### config.mk
export PLATFORM = sky130hd
export DESIGN_NAME = least_squares_line_extrapolate
export DESIGN_NICKNAME = d
export VERILOG_FILES = /design/src/hdl/lsx_pkg.sv /design/src/hdl/lsx_acc.sv /design/src/hdl/lsx_smul.sv /design/src/hdl/lsx_sdiv.sv /design/src/hdl/least_squares_line_extrapolate.sv
export SDC_FILE = /design/constraint.sdc
export NUM_CORES = 2
export LEC_CHECK = 0
export BUFFER_PORTS_ARGS = -buffer_cell sky130_fd_sc_hd__buf_4
export CAP_MARGIN = 30
export CORE_MARGIN = 2
export CORE_UTILIZATION = 50
export DETAILED_ROUTE_END_ITERATION = 16
export HOLD_SLACK_MARGIN = 0.1
export PLACE_DENSITY = 0.65
export SYNTH_ARGS = -nofsm -noshare
export SYNTH_HDL_FRONTEND = slang
export SYNTH_SLANG_ARGS = --single-unit
export TNS_END_PERCENT = 5
### constraint.sdc
create_clock -name clk -period 23.3 [get_ports clk]
set_input_delay 4.66 -clock clk [delete_from_list [all_inputs] [get_ports clk]]
set_output_delay 4.66 -clock clk [all_outputs]
set_load 0.01 [all_outputs]
### src/hdl/lsx_pkg.sv
package lsx_pkg;

  localparam int LSX_MAX_POINTS_DEF = 256;
  localparam int LSX_IN_W           = 16;
  // 8 fraction bits plus one for the half-LSB rounding term
  localparam int LSX_FRAC_SHIFT     = 9;

  localparam logic [31:0] LSX_POS_LIM = 32'h7FFF_FFFF;
  localparam logic [31:0] LSX_NEG_LIM = 32'h8000_0000;

  typedef enum logic [2:0] {
    ST_ACC,
    ST_DRAIN,
    ST_MSTART,
    ST_MWAIT,
    ST_NEG,
    ST_PREP,
    ST_DIV,
    ST_EMIT
  } lsx_state_t;

  // multiply steps of the fit, in issue order
  typedef enum logic [3:0] {
    OP_N_XX,
    OP_X_X,
    OP_N_XY,
    OP_X_Y,
    OP_N_L,
    OP_X_1,
    OP_D_Y,
    OP_N_DL,
    OP_N_D
  } lsx_op_t;

  typedef struct packed {
    logic start;
    logic clr;
    logic sub;
  } lsx_mac_ctl_t;

  function automatic lsx_op_t lsx_next_op(lsx_op_t op);
    lsx_op_t nxt;
    case (op)
      OP_N_XX: nxt = OP_X_X;
      OP_X_X:  nxt = OP_N_XY;
      OP_N_XY: nxt = OP_X_Y;
      OP_X_Y:  nxt = OP_N_L;
      OP_N_L:  nxt = OP_X_1;
      OP_X_1:  nxt = OP_D_Y;
      OP_D_Y:  nxt = OP_N_DL;
      OP_N_DL: nxt = OP_N_D;
      default: nxt = OP_N_XX;
    endcase
    return nxt;
  endfunction

  function automatic logic lsx_op_sub(lsx_op_t op);
    return (op inside {OP_X_X, OP_X_Y, OP_X_1});
  endfunction

  function automatic logic lsx_op_clr(lsx_op_t op);
    return (op inside {OP_N_XX, OP_N_XY, OP_N_L, OP_D_Y, OP_N_D});
  endfunction

endpackage

### src/hdl/lsx_acc.sv
module lsx_acc import lsx_pkg::*; #(
  parameter int MAX_POINTS = LSX_MAX_POINTS_DEF,
  parameter int CW         = 9,
  parameter int SW         = 25,
  parameter int PW         = 40
) (
  input  logic                        clk,
  input  logic                        rst_n,
  input  logic                        pt_vld,
  input  logic signed [LSX_IN_W-1:0]  pt_x,
  input  logic signed [LSX_IN_W-1:0]  pt_y,
  input  logic                        pt_last,
  input  logic                        clr,
  output logic [CW-1:0]               count,
  output logic signed [SW-1:0]        sum_x,
  output logic signed [SW-1:0]        sum_y,
  output logic signed [PW-1:0]        sum_xy,
  output logic signed [PW-1:0]        sum_xx,
  output logic                        fit_go
);

  localparam logic [CW-1:0] MAXC = CW'(MAX_POINTS);
  localparam int PRW = 2 * LSX_IN_W;

  logic                       v1_r, last1_r, v2_r, last2_r, go_r;
  logic signed [LSX_IN_W-1:0] x1_r, y1_r, x2_r, y2_r;
  logic signed [PRW-1:0]      pxy_r, pxx_r;
  logic [CW-1:0]              cnt_r;
  logic signed [SW-1:0]       sx_r, sy_r;
  logic signed [PW-1:0]       sxy_r, sxx_r;

  // stage 1: capture, stage 2: products, stage 3: sums
  always_ff @(posedge clk) begin
    x1_r    <= pt_x;
    y1_r    <= pt_y;
    last1_r <= pt_last;
    x2_r    <= x1_r;
    y2_r    <= y1_r;
    last2_r <= last1_r;
    pxy_r   <= x1_r * y1_r;
    pxx_r   <= x1_r * x1_r;
  end

  always_ff @(posedge clk) begin
    if (!rst_n) begin
      v1_r  <= 1'b0;
      v2_r  <= 1'b0;
      go_r  <= 1'b0;
      cnt_r <= '0;
      sx_r  <= '0;
      sy_r  <= '0;
      sxy_r <= '0;
      sxx_r <= '0;
    end else begin
      v1_r <= pt_vld;
      v2_r <= v1_r;
      go_r <= v2_r & last2_r;
      if (clr) begin
        cnt_r <= '0;
        sx_r  <= '0;
        sy_r  <= '0;
        sxy_r <= '0;
        sxx_r <= '0;
      end else if (v2_r && (cnt_r < MAXC)) begin
        cnt_r <= cnt_r + CW'(1);
        sx_r  <= sx_r + {{(SW-LSX_IN_W){x2_r[LSX_IN_W-1]}}, x2_r};
        sy_r  <= sy_r + {{(SW-LSX_IN_W){y2_r[LSX_IN_W-1]}}, y2_r};
        sxy_r <= sxy_r + {{(PW-PRW){pxy_r[PRW-1]}}, pxy_r};
        sxx_r <= sxx_r + {{(PW-PRW){pxx_r[PRW-1]}}, pxx_r};
      end
    end
  end

  assign count  = cnt_r;
  assign sum_x  = sx_r;
  assign sum_y  = sy_r;
  assign sum_xy = sxy_r;
  assign sum_xx = sxx_r;
  assign fit_go = go_r;

endmodule

### src/hdl/lsx_smul.sv
module lsx_smul import lsx_pkg::*; #(
  parameter int WW = 86,
  parameter int BW = 26
) (
  input  logic                 clk,
  input  logic                 rst_n,
  input  lsx_mac_ctl_t         ctl,
  input  logic signed [WW-1:0] a_in,
  input  logic signed [BW-1:0] b_in,
  output logic signed [WW-1:0] acc,
  output logic                 done
);

  // acc (+/-)= a * b, one multiplier bit per cycle, LSB first;
  // the top bit of b carries negative weight
  localparam int CNTW = $clog2(BW);
  localparam logic [CNTW-1:0] LASTC = CNTW'(BW - 1);

  logic signed [WW-1:0] a_r, acc_r;
  logic [BW-1:0]        b_r;
  logic [CNTW-1:0]      cnt_r;
  logic                 busy_r, done_r, sub_r;
  logic                 neg;
  logic [WW-1:0]        term;

  assign neg  = sub_r ^ (cnt_r == LASTC);
  assign term = b_r[0] ? (a_r ^ {WW{neg}}) : '0;

  always_ff @(posedge clk) begin
    if (ctl.start) begin
      a_r <= a_in;
      b_r <= b_in;
    end else if (busy_r) begin
      a_r <= a_r <<< 1;
      b_r <= b_r >> 1;
    end
    if (ctl.start) begin
      if (ctl.clr) begin
        acc_r <= '0;
      end
    end else if (busy_r) begin
      acc_r <= acc_r + term + WW'(b_r[0] & neg);
    end
  end

  always_ff @(posedge clk) begin
    if (!rst_n) begin
      busy_r <= 1'b0;
      done_r <= 1'b0;
      cnt_r  <= '0;
      sub_r  <= 1'b0;
    end else begin
      done_r <= 1'b0;
      if (ctl.start) begin
        busy_r <= 1'b1;
        cnt_r  <= '0;
        sub_r  <= ctl.sub;
      end else if (busy_r) begin
        cnt_r <= cnt_r + CNTW'(1);
        if (cnt_r == LASTC) begin
          busy_r <= 1'b0;
          done_r <= 1'b1;
        end
      end
    end
  end

  assign acc  = acc_r;
  assign done = done_r;

endmodule

### src/hdl/lsx_sdiv.sv
module lsx_sdiv import lsx_pkg::*; #(
  parameter int WW = 86
) (
  input  logic          clk,
  input  logic          rst_n,
  input  logic          start,
  input  logic [WW-1:0] numer,
  input  logic [WW-1:0] denom,
  output logic [WW-1:0] quot,
  output logic          done
);

  // restoring division, one quotient bit per cycle, MSB first
  localparam int CNTW = $clog2(WW);
  localparam logic [CNTW-1:0] LASTC = CNTW'(WW - 1);

  logic [WW-1:0]   q_r, r_r, d_r;
  logic [CNTW-1:0] cnt_r;
  logic            busy_r, done_r;
  logic [WW:0]     trial, diff;

  assign trial = {r_r, q_r[WW-1]};
  assign diff  = trial - {1'b0, d_r};

  always_ff @(posedge clk) begin
    if (start) begin
      q_r <= numer;
      r_r <= '0;
      d_r <= denom;
    end else if (busy_r) begin
      q_r <= {q_r[WW-2:0], ~diff[WW]};
      r_r <= diff[WW] ? trial[WW-1:0] : diff[WW-1:0];
    end
  end

  always_ff @(posedge clk) begin
    if (!rst_n) begin
      busy_r <= 1'b0;
      done_r <= 1'b0;
      cnt_r  <= '0;
    end else begin
      done_r <= 1'b0;
      if (start) begin
        busy_r <= 1'b1;
        cnt_r  <= '0;
      end else if (busy_r) begin
        cnt_r <= cnt_r + CNTW'(1);
        if (cnt_r == LASTC) begin
          busy_r <= 1'b0;
          done_r <= 1'b1;
        end
      end
    end
  end

  assign quot = q_r;
  assign done = done_r;

endmodule

### src/hdl/least_squares_line_extrapolate.sv
// Least-squares line through a set of points, evaluated at a programmed load.
// Throughput: one point word per cycle while a set accumulates; the set closes on tlast.
// Last word to result: nine passes of the bit-serial multiplier (BW = clog2(MAX_POINTS+1)+17),
//   then the bit-serial divider (WW = 3*clog2(MAX_POINTS+1)+59); a degenerate set stops after
//   the first two passes. No word is taken until the result is registered.
// Reset (rst_n low, synchronous): sums, count, load register and out_tvalid cleared; in_tready high.
module least_squares_line_extrapolate import lsx_pkg::*; #(
  parameter int MAX_POINTS = LSX_MAX_POINTS_DEF
) (
  input  logic        clk,
  input  logic        rst_n,
  // input words
  input  logic        in_tvalid,
  output logic        in_tready,
  input  logic [31:0] in_tdata,   // [15:0] load_x, [31:16] reading_y
  input  logic        in_tlast,   // last_point
  // result words
  output logic        out_tvalid,
  input  logic        out_tready,
  output logic [31:0] out_tdata,  // [31:0] fitted_value
  output logic [1:0]  out_tuser,  // [0] degenerate, [1] saturated
  // extrapolation load register
  input  logic        cfg_valid,
  output logic        cfg_ready,
  input  logic [15:0] cfg_data
);

  // Widths follow from the point count bound:
  //   CW count, SW sum of x / y, PW sum of products,
  //   DW denominator D, NW slope numerator N, BW serial multiplier operand,
  //   WW wide datapath holding the scaled numerator with sign.
  localparam int CW = $clog2(MAX_POINTS + 1);
  localparam int SW = CW + LSX_IN_W;
  localparam int PW = CW + 2 * LSX_IN_W - 1;
  localparam int BW = SW + 1;
  localparam int DW = 2 * CW + 31;
  localparam int NW = 2 * CW + 32;
  localparam int WW = 3 * CW + 59;

  lsx_state_t state_r, state_nxt;
  lsx_op_t    op_r, op_nxt;

  logic signed [LSX_IN_W-1:0] load_r;

  logic                 fit_go, acc_clr;
  logic [CW-1:0]        count;
  logic signed [SW-1:0] sum_x, sum_y;
  logic signed [PW-1:0] sum_xy, sum_xx;

  lsx_mac_ctl_t         mac_ctl;
  logic signed [WW-1:0] mac_a, mac_acc;
  logic signed [BW-1:0] mac_b;
  logic                 mac_done;
  logic                 acc_nonpos;

  logic signed [DW-1:0] d_r;
  logic signed [NW-1:0] n_r;
  logic signed [BW-1:0] dl_r;
  logic [WW-1:0]        numer_r;
  logic                 neg_r, degen_r;
  logic                 d_en, n_en, dl_en, numer_en;

  logic                 div_start, div_done;
  logic [WW-1:0]        div_numer, div_denom, div_q;

  logic                 out_load;
  logic                 out_tvalid_r, out_tvalid_nxt;
  logic [31:0]          out_tdata_r, res_val;
  logic [1:0]           out_tuser_r;
  logic                 q_hi_nz, res_sat;

  // ---------------------------------------------------------------------------
  // Config register: always ready; only written between sets, a rule the user keeps, not enforced
  assign cfg_ready = 1'b1;

  always_ff @(posedge clk) begin
    if (!rst_n) begin
      load_r <= '0;
    end else if (cfg_valid) begin
      load_r <= cfg_data;
    end
  end

  // ---------------------------------------------------------------------------
  // Point accumulation: count and exact sums, three-stage pipe
  assign in_tready = (state_r == ST_ACC);

  lsx_acc #(
    .MAX_POINTS (MAX_POINTS),
    .CW         (CW),
    .SW         (SW),
    .PW         (PW)
  ) u_acc (
    .clk     (clk),
    .rst_n   (rst_n),
    .pt_vld  (in_tvalid & in_tready),
    .pt_x    (in_tdata[15:0]),
    .pt_y    (in_tdata[31:16]),
    .pt_last (in_tlast),
    .clr     (acc_clr),
    .count   (count),
    .sum_x   (sum_x),
    .sum_y   (sum_y),
    .sum_xy  (sum_xy),
    .sum_xx  (sum_xx),
    .fit_go  (fit_go)
  );

  // ---------------------------------------------------------------------------
  // Fit, as a sequence of multiply-accumulate passes on one serial unit:
  //   D  = n*sum_xx - sum_x*sum_x        (D <= 0 means degenerate set)
  //   N  = n*sum_xy - sum_x*sum_y
  //   dl = n*L - sum_x
  //   num = D*sum_y + N*dl
  //   den = n*D
  // then value = round(256*num / den), half away from zero, via
  //   q = (512*|num| + den) / (2*den)
  always_comb begin
    case (op_r)
      OP_N_XX: begin
        mac_a = {{(WW-PW){sum_xx[PW-1]}}, sum_xx};
        mac_b = {{(BW-CW){1'b0}}, count};
      end
      OP_X_X: begin
        mac_a = {{(WW-SW){sum_x[SW-1]}}, sum_x};
        mac_b = {{(BW-SW){sum_x[SW-1]}}, sum_x};
      end
      OP_N_XY: begin
        mac_a = {{(WW-PW){sum_xy[PW-1]}}, sum_xy};
        mac_b = {{(BW-CW){1'b0}}, count};
      end
      OP_X_Y: begin
        mac_a = {{(WW-SW){sum_x[SW-1]}}, sum_x};
        mac_b = {{(BW-SW){sum_y[SW-1]}}, sum_y};
      end
      OP_N_L: begin
        mac_a = {{(WW-LSX_IN_W){load_r[LSX_IN_W-1]}}, load_r};
        mac_b = {{(BW-CW){1'b0}}, count};
      end
      OP_X_1: begin
        mac_a = {{(WW-SW){sum_x[SW-1]}}, sum_x};
        mac_b = BW'(1);
      end
      OP_D_Y: begin
        mac_a = {{(WW-DW){d_r[DW-1]}}, d_r};
        mac_b = {{(BW-SW){sum_y[SW-1]}}, sum_y};
      end
      OP_N_DL: begin
        mac_a = {{(WW-NW){n_r[NW-1]}}, n_r};
        mac_b = dl_r;
      end
      OP_N_D: begin
        mac_a = {{(WW-DW){d_r[DW-1]}}, d_r};
        mac_b = {{(BW-CW){1'b0}}, count};
      end
      default: begin
        mac_a = '0;
        mac_b = '0;
      end
    endcase
  end

  lsx_smul #(
    .WW (WW),
    .BW (BW)
  ) u_smul (
    .clk   (clk),
    .rst_n (rst_n),
    .ctl   (mac_ctl),
    .a_in  (mac_a),
    .b_in  (mac_b),
    .acc   (mac_acc),
    .done  (mac_done)
  );

  assign acc_nonpos = mac_acc[WW-1] | (mac_acc == '0);

  // operands kept between passes
  always_ff @(posedge clk) begin
    if (d_en) begin
      d_r     <= mac_acc[DW-1:0];
      degen_r <= acc_nonpos;
    end
    if (n_en) begin
      n_r <= mac_acc[NW-1:0];
    end
    if (dl_en) begin
      dl_r <= mac_acc[BW-1:0];
    end
    if (numer_en) begin
      numer_r <= mac_acc[WW-1] ? (~mac_acc + WW'(1)) : mac_acc;
      neg_r   <= mac_acc[WW-1];
    end
  end

  // divider operands; mac_acc holds den during the load step
  assign div_numer = (numer_r << LSX_FRAC_SHIFT) + mac_acc;
  assign div_denom = mac_acc << 1;

  lsx_sdiv #(
    .WW (WW)
  ) u_sdiv (
    .clk   (clk),
    .rst_n (rst_n),
    .start (div_start),
    .numer (div_numer),
    .denom (div_denom),
    .quot  (div_q),
    .done  (div_done)
  );

  // ---------------------------------------------------------------------------
  // Sequencer
  always_ff @(posedge clk) begin
    if (!rst_n) begin
      state_r <= ST_ACC;
      op_r    <= OP_N_XX;
    end else begin
      state_r <= state_nxt;
      op_r    <= op_nxt;
    end
  end

  always_comb begin
    state_nxt = state_r;
    op_nxt    = op_r;
    mac_ctl   = '0;
    d_en      = 1'b0;
    n_en      = 1'b0;
    dl_en     = 1'b0;
    numer_en  = 1'b0;
    div_start = 1'b0;
    out_load  = 1'b0;
    acc_clr   = 1'b0;
    case (state_r)
      ST_ACC: begin
        if (in_tvalid && in_tlast) begin
          state_nxt = ST_DRAIN;
        end
      end
      ST_DRAIN: begin
        // wait for the last point to land in the sums
        if (fit_go) begin
          op_nxt    = OP_N_XX;
          state_nxt = ST_MSTART;
        end
      end
      ST_MSTART: begin
        mac_ctl.start = 1'b1;
        mac_ctl.clr   = lsx_op_clr(op_r);
        mac_ctl.sub   = lsx_op_sub(op_r);
        state_nxt     = ST_MWAIT;
      end
      ST_MWAIT: begin
        if (mac_done) begin
          op_nxt    = lsx_next_op(op_r);
          state_nxt = ST_MSTART;
          case (op_r)
            OP_X_X: begin
              d_en = 1'b1;
              if (acc_nonpos) begin
                state_nxt = ST_EMIT;
              end
            end
            OP_X_Y:  n_en = 1'b1;
            OP_X_1:  dl_en = 1'b1;
            OP_N_DL: state_nxt = ST_NEG;
            OP_N_D:  state_nxt = ST_PREP;
            default: ;
          endcase
        end
      end
      ST_NEG: begin
        numer_en  = 1'b1;
        op_nxt    = OP_N_D;
        state_nxt = ST_MSTART;
      end
      ST_PREP: begin
        div_start = 1'b1;
        state_nxt = ST_DIV;
      end
      ST_DIV: begin
        if (div_done) begin
          state_nxt = ST_EMIT;
        end
      end
      ST_EMIT: begin
        // result register free: load it and start a new set
        if (!out_tvalid_r || out_tready) begin
          out_load  = 1'b1;
          acc_clr   = 1'b1;
          state_nxt = ST_ACC;
        end
      end
      default: state_nxt = ST_ACC;
    endcase
  end

  // ---------------------------------------------------------------------------
  // Rounding already folded into the division; clip to signed 32 bits
  assign q_hi_nz = |div_q[WW-1:32];
  assign res_sat = neg_r ? (q_hi_nz | (div_q[31] & (|div_q[30:0])))
                         : (q_hi_nz | div_q[31]);

  always_comb begin
    if (res_sat) begin
      res_val = neg_r ? LSX_NEG_LIM : LSX_POS_LIM;
    end else if (neg_r) begin
      res_val = ~div_q[31:0] + 32'd1;
    end else begin
      res_val = div_q[31:0];
    end
  end

  // result register: one word held until taken
  assign out_tvalid_nxt = out_load | (out_tvalid_r & ~out_tready);

  always_ff @(posedge clk) begin
    if (!rst_n) begin
      out_tvalid_r <= 1'b0;
    end else begin
      out_tvalid_r <= out_tvalid_nxt;
    end
  end

  always_ff @(posedge clk) begin
    if (out_load) begin
      out_tdata_r <= degen_r ? '0 : res_val;
      out_tuser_r <= {~degen_r & res_sat, degen_r};
    end
  end

  assign out_tvalid = out_tvalid_r;
  assign out_tdata  = out_tdata_r;
  assign out_tuser  = out_tuser_r;

  // ---------------------------------------------------------------------------
  // Checks
  a_go_in_drain: assert property (@(posedge clk) disable iff (!rst_n)
    fit_go |-> (state_r == ST_DRAIN))
    else $error("fit start outside drain");

  a_out_from_emit: assert property (@(posedge clk) disable iff (!rst_n)
    $rose(out_tvalid_r) |-> $past(state_r == ST_EMIT))
    else $error("result word raised outside emit");

  a_flags_excl: assert property (@(posedge clk) disable iff (!rst_n)
    out_tvalid_r |-> !(out_tuser_r[0] && out_tuser_r[1]))
    else $error("degenerate and saturated together");

  a_degen_zero: assert property (@(posedge clk) disable iff (!rst_n)
    (out_tvalid_r && out_tuser_r[0]) |-> (out_tdata_r == '0))
    else $error("degenerate result not zero");

endmodule

==> results.json <==
{
  "synth-edff-count": 607,
  "syn_inst": 8576,
  "area.growth.synth_to_final_pct": 8.64,
  "wl_met2_um": 103000,
  "ctsResizeCount": 0,
  "final.setup.tns_ps": 0,
  "status": "finished, final reports clean",
  "crit_fanout": 29,
  "synth_area_leaders": "edfxtp_1 23%, fa_1 13%, dfxtp_1 10%",
  "setup_viol": 0,
  "ant_nets": 0,
  "core_area_sq_um": 156000,
  "switchingPower_uw": 4000,
  "dpl.hpwl_um": 169000,
  "hold_buffers": 0,
  "cp.arrival_ps": 8540,
  "n_fill_cell": 14100,
  "power_frac_clock_pct": 20.6,
  "vias": 62600,
  "dp_slack_ps": 15390,
  "pin_count": 91,
  "crit_type": "reg2reg",
  "tightest_slew_ps": 1050,
  "cts_tree": "done",
  "dr.pass1.iters": 7,
  "grt_setup_unrepaired": "false",
  "layout-drive-gt1-share_pct": 5.67,
  "yosysSeqAreaShare_pct": 33.3,
  "final_cell_count_no_fill": 10600,
  "drt-vias-per-instance": 5.88,
  "yosys_warnings": 0,
  "max_slew_margin_pct": 30.3,
  "drtIter0Drc": 5636,
  "die_w_um": 401,
  "wl_met1_um": 99400,
  "grt_pass1_wl_um": 352000,
  "required_ps": 23960,
  "netlist_area_sq_um": 78900,
  "async_flop_share_pct": 0,
  "internal-power_uw": 5540,
  "p_leak_uw": 0.0368,
  "hold_violations": 0,
  "comb_power_share_pct": 56.8,
  "post-route-period-util_pct": 33.8,
  "die_area_sq_um": 161000,
  "synth.distinct_cells": 87,
  "rows": 145,
  "grt_usage_pct": 27.3,
  "clock_latency_ps": 790,
  "syn_avg_cell_area_sq_um": 9.20,
  "place_area_sq_um": 81500,
  "max_cap_viol_count": 0,
  "ys_ff_latch": 1008,
  "numCtsBuffers": 117,
  "met3WireLength_um": 14100,
  "cts_root_buf": "clkbuf_16",
  "wl_per_cell_um": 20.8,
  "htree_levels": 3,
  "ir_drop_uv": 219,
  "port_buffers": 89,
  "dpl.cell_count": 10400,
  "grt_max_degree": 140,
  "gp_congestion": 0.932,
  "clock_sinks": 1008,
  "synth_top_area_share_pct": 23.1,
  "nets": 9585,
  "top_layer": "met5",
  "syn_nets": 9687,
  "power_frac_seq_pct": 22.6,
  "overflow": 0,
  "cp-start-kind": "flop",
  "hp-class": "reg2reg",
  "cts_setup_buffers": 0,
  "maxClockFrequency_mhz": 127,
  "start_util_pct": 50.4,
  "totalWireLength_um": 222000,
  "synth_top_area_cell": "edfxtp_1",
  "cts_buffer_depth": 3,
  "timing.final.ws_setup_ps": 15420,
  "clk_pin_slew_ps": 60,
  "finalInstanceArea_sq_um": 85700,
  "slew_viol_final": 0,
  "ys.flop_type": "edfxtp_1",
  "hold_ws_ps": 323,
  "grt_pass1_vias": 62100,
  "fin_skew_ps": 77.1,
  "antenna_found_initial": 5,
  "drc": 0,
  "period_needed_ps": 7880,
  "die_h_um": 401,
  "worst_setup_path_end_kind": "flop",
  "power_density_nw_per_um2": 111,
  "swShare_pct": 41.9
}
## cells in the mapped netlist (all sizes together) (34+ instances only)
master / instances
a21oi: 676
dfxtp: 401
clkbuf: 369
xnor2: 416
a21o: 284
nor3: 99
nand3: 123
fa: 503
a222oi: 34
nand2: 965
and2: 199
ha: 554
o31ai: 51
nor2b: 130
o21bai: 95
a31oi: 84
nor4: 40
inv: 841
a221oi: 61
xor2: 171
nand2b: 58
nand4: 107
a211oi: 45
nor2: 495
edfxtp: 607
o21a: 40
or3: 47
and3: 49
o21ai: 539
mux2i: 44
buf: 44
## worst max-delay path, cell delays in order, from the launching register on
cell and delay, ps:
dfxtp_1 310, buf_4 330, clkinv_1 480, nor2_1 400
fa_1 280, fa_1 400, ha_1 330, fa_1 510
fa_1 550, inv_1 60, fa_1 520, inv_1 40
ha_1 320, and3_1 230, a221oi_1 350, nand2b_1 150
o211ai_1 130, o31ai_1 630, o21ai_0 320, and4_1 310
o221a_2 280, o41ai_1 430, o21bai_1 110, a21oi_1 180
xnor2_1 130
## cell usage in the layout (no fill, tap or decap), drive strengths merged, types with 27 or more instances in the layout
master | Yosys | final
o21bai | 95 | 95
mux2i | 44 | 44
fa | 503 | 503
o21a | 40 | 40
a31oi | 84 | 84
xnor2 | 416 | 416
a21o | 284 | 284
edfxtp | 607 | 607
nor2 | 495 | 495
xor2 | 171 | 171
or3 | 47 | 47
inv | 841 | 845
nor2b | 130 | 130
a222oi | 34 | 34
o21ai | 539 | 539
clkbuf | 369 | 149
buf | 44 | 192
nand3b | 27 | 27
clkinv | 2 | 51
nor3 | 99 | 99
dfxtp | 401 | 401
or2 | 27 | 27
and2 | 199 | 199
nand3 | 123 | 123
nor4 | 40 | 40
a22oi | 31 | 31
and3 | 49 | 49
a21oi | 676 | 676
a221oi | 61 | 61
nand2 | 965 | 965
o31ai | 51 | 51
nand2b | 58 | 58
nand4 | 107 | 107
a211oi | 45 | 45
ha | 554 | 554
## registers in the layout (all words and copies together), names as in the netlist, 30 cells and up, named ones only
name and flops:
u_acc.pxx_r 30, out_tdata 32, u_smul.a_r 86, u_acc.sum_xy 40
u_acc.pxy_r 32, u_acc.sum_xx 40, d_r 49, numer_r 77
n_r 50, u_sdiv.d_r 85, u_smul.acc 86, u_sdiv.r_r 86
u_sdiv.quot 86
## area by class of cell
cell class / count / area (sq um) / area share (%)
well taps: 2058 / 2570 / 3.00
clock buffers: 149 / 3240 / 3.78
repair buffers: 192 / 1520 / 1.78
flip-flops and latches: 1008 / 26300 / 30.6
clock inverters: 72 / 873 / 1.02
inverters: 843 / 3170 / 3.70
diodes: 4 / 10.0 / 0.0117
multi-input cells: 6312 / 48000 / 56.1
## power groups by stage
stage               logic, uW  registers (uW)  clock network (uW)
floorplan                4170            2140                   0
global placement         5290            2190                   0
detailed placement       5400            2190                   0
CTS                      5430            2150                1990
global route             6190            2160                2060
finish                   5420            2160                1960
## per-stage QoR
step,utilization [%],power (uW)
after floorplan,-,6310
after global placement,52.1,7480
after detailed placement,52.1,7590
after CTS,54.8,9580
after global routing,54.8,10400
final,54.8,9530
## kinds of logic after synthesis
kind of cell,Yosys count,share of synthesized area [%]
AO/OA/AOI/OAI,2178,17.3
multiplexers,46,0.587
adder cells (fa/ha/maj),1057,21.6
XOR/XNOR,587,6.52
AND/OR/NAND/NOR,2443,14.7
other,1,0.00475
flip-flops,1008,33.3
buffers and inverters,1256,6.01
## path summary, 6_finish.rpt
check	start	endpoint	slack (ps)	cells after the start
worst max-delay path	u_acc.x1_r[0]$_DFF_P_	u_acc.pxx_r[31]$_DFF_P_	15420	24
worst min-delay path	u_acc.last1_r$_DFF_P_	u_acc.last2_r$_DFF_P_	320	0
worst max register to register	u_acc.x1_r[0]$_DFF_P_	u_acc.pxx_r[31]$_DFF_P_	15420	24
worst min register to register	u_acc.last1_r$_DFF_P_	u_acc.last2_r$_DFF_P_	320	0
## per-layer routing
layer / vias to the layer above / track usage, %
met5: - / 0
met4: 4 / 7.04
met3: 327 / 3.41
met2: 2007 / 44.9
met1: 30700 / 38.2
li1: 29600 / -
Note: power is estimated with default switching activity, not from simulation.
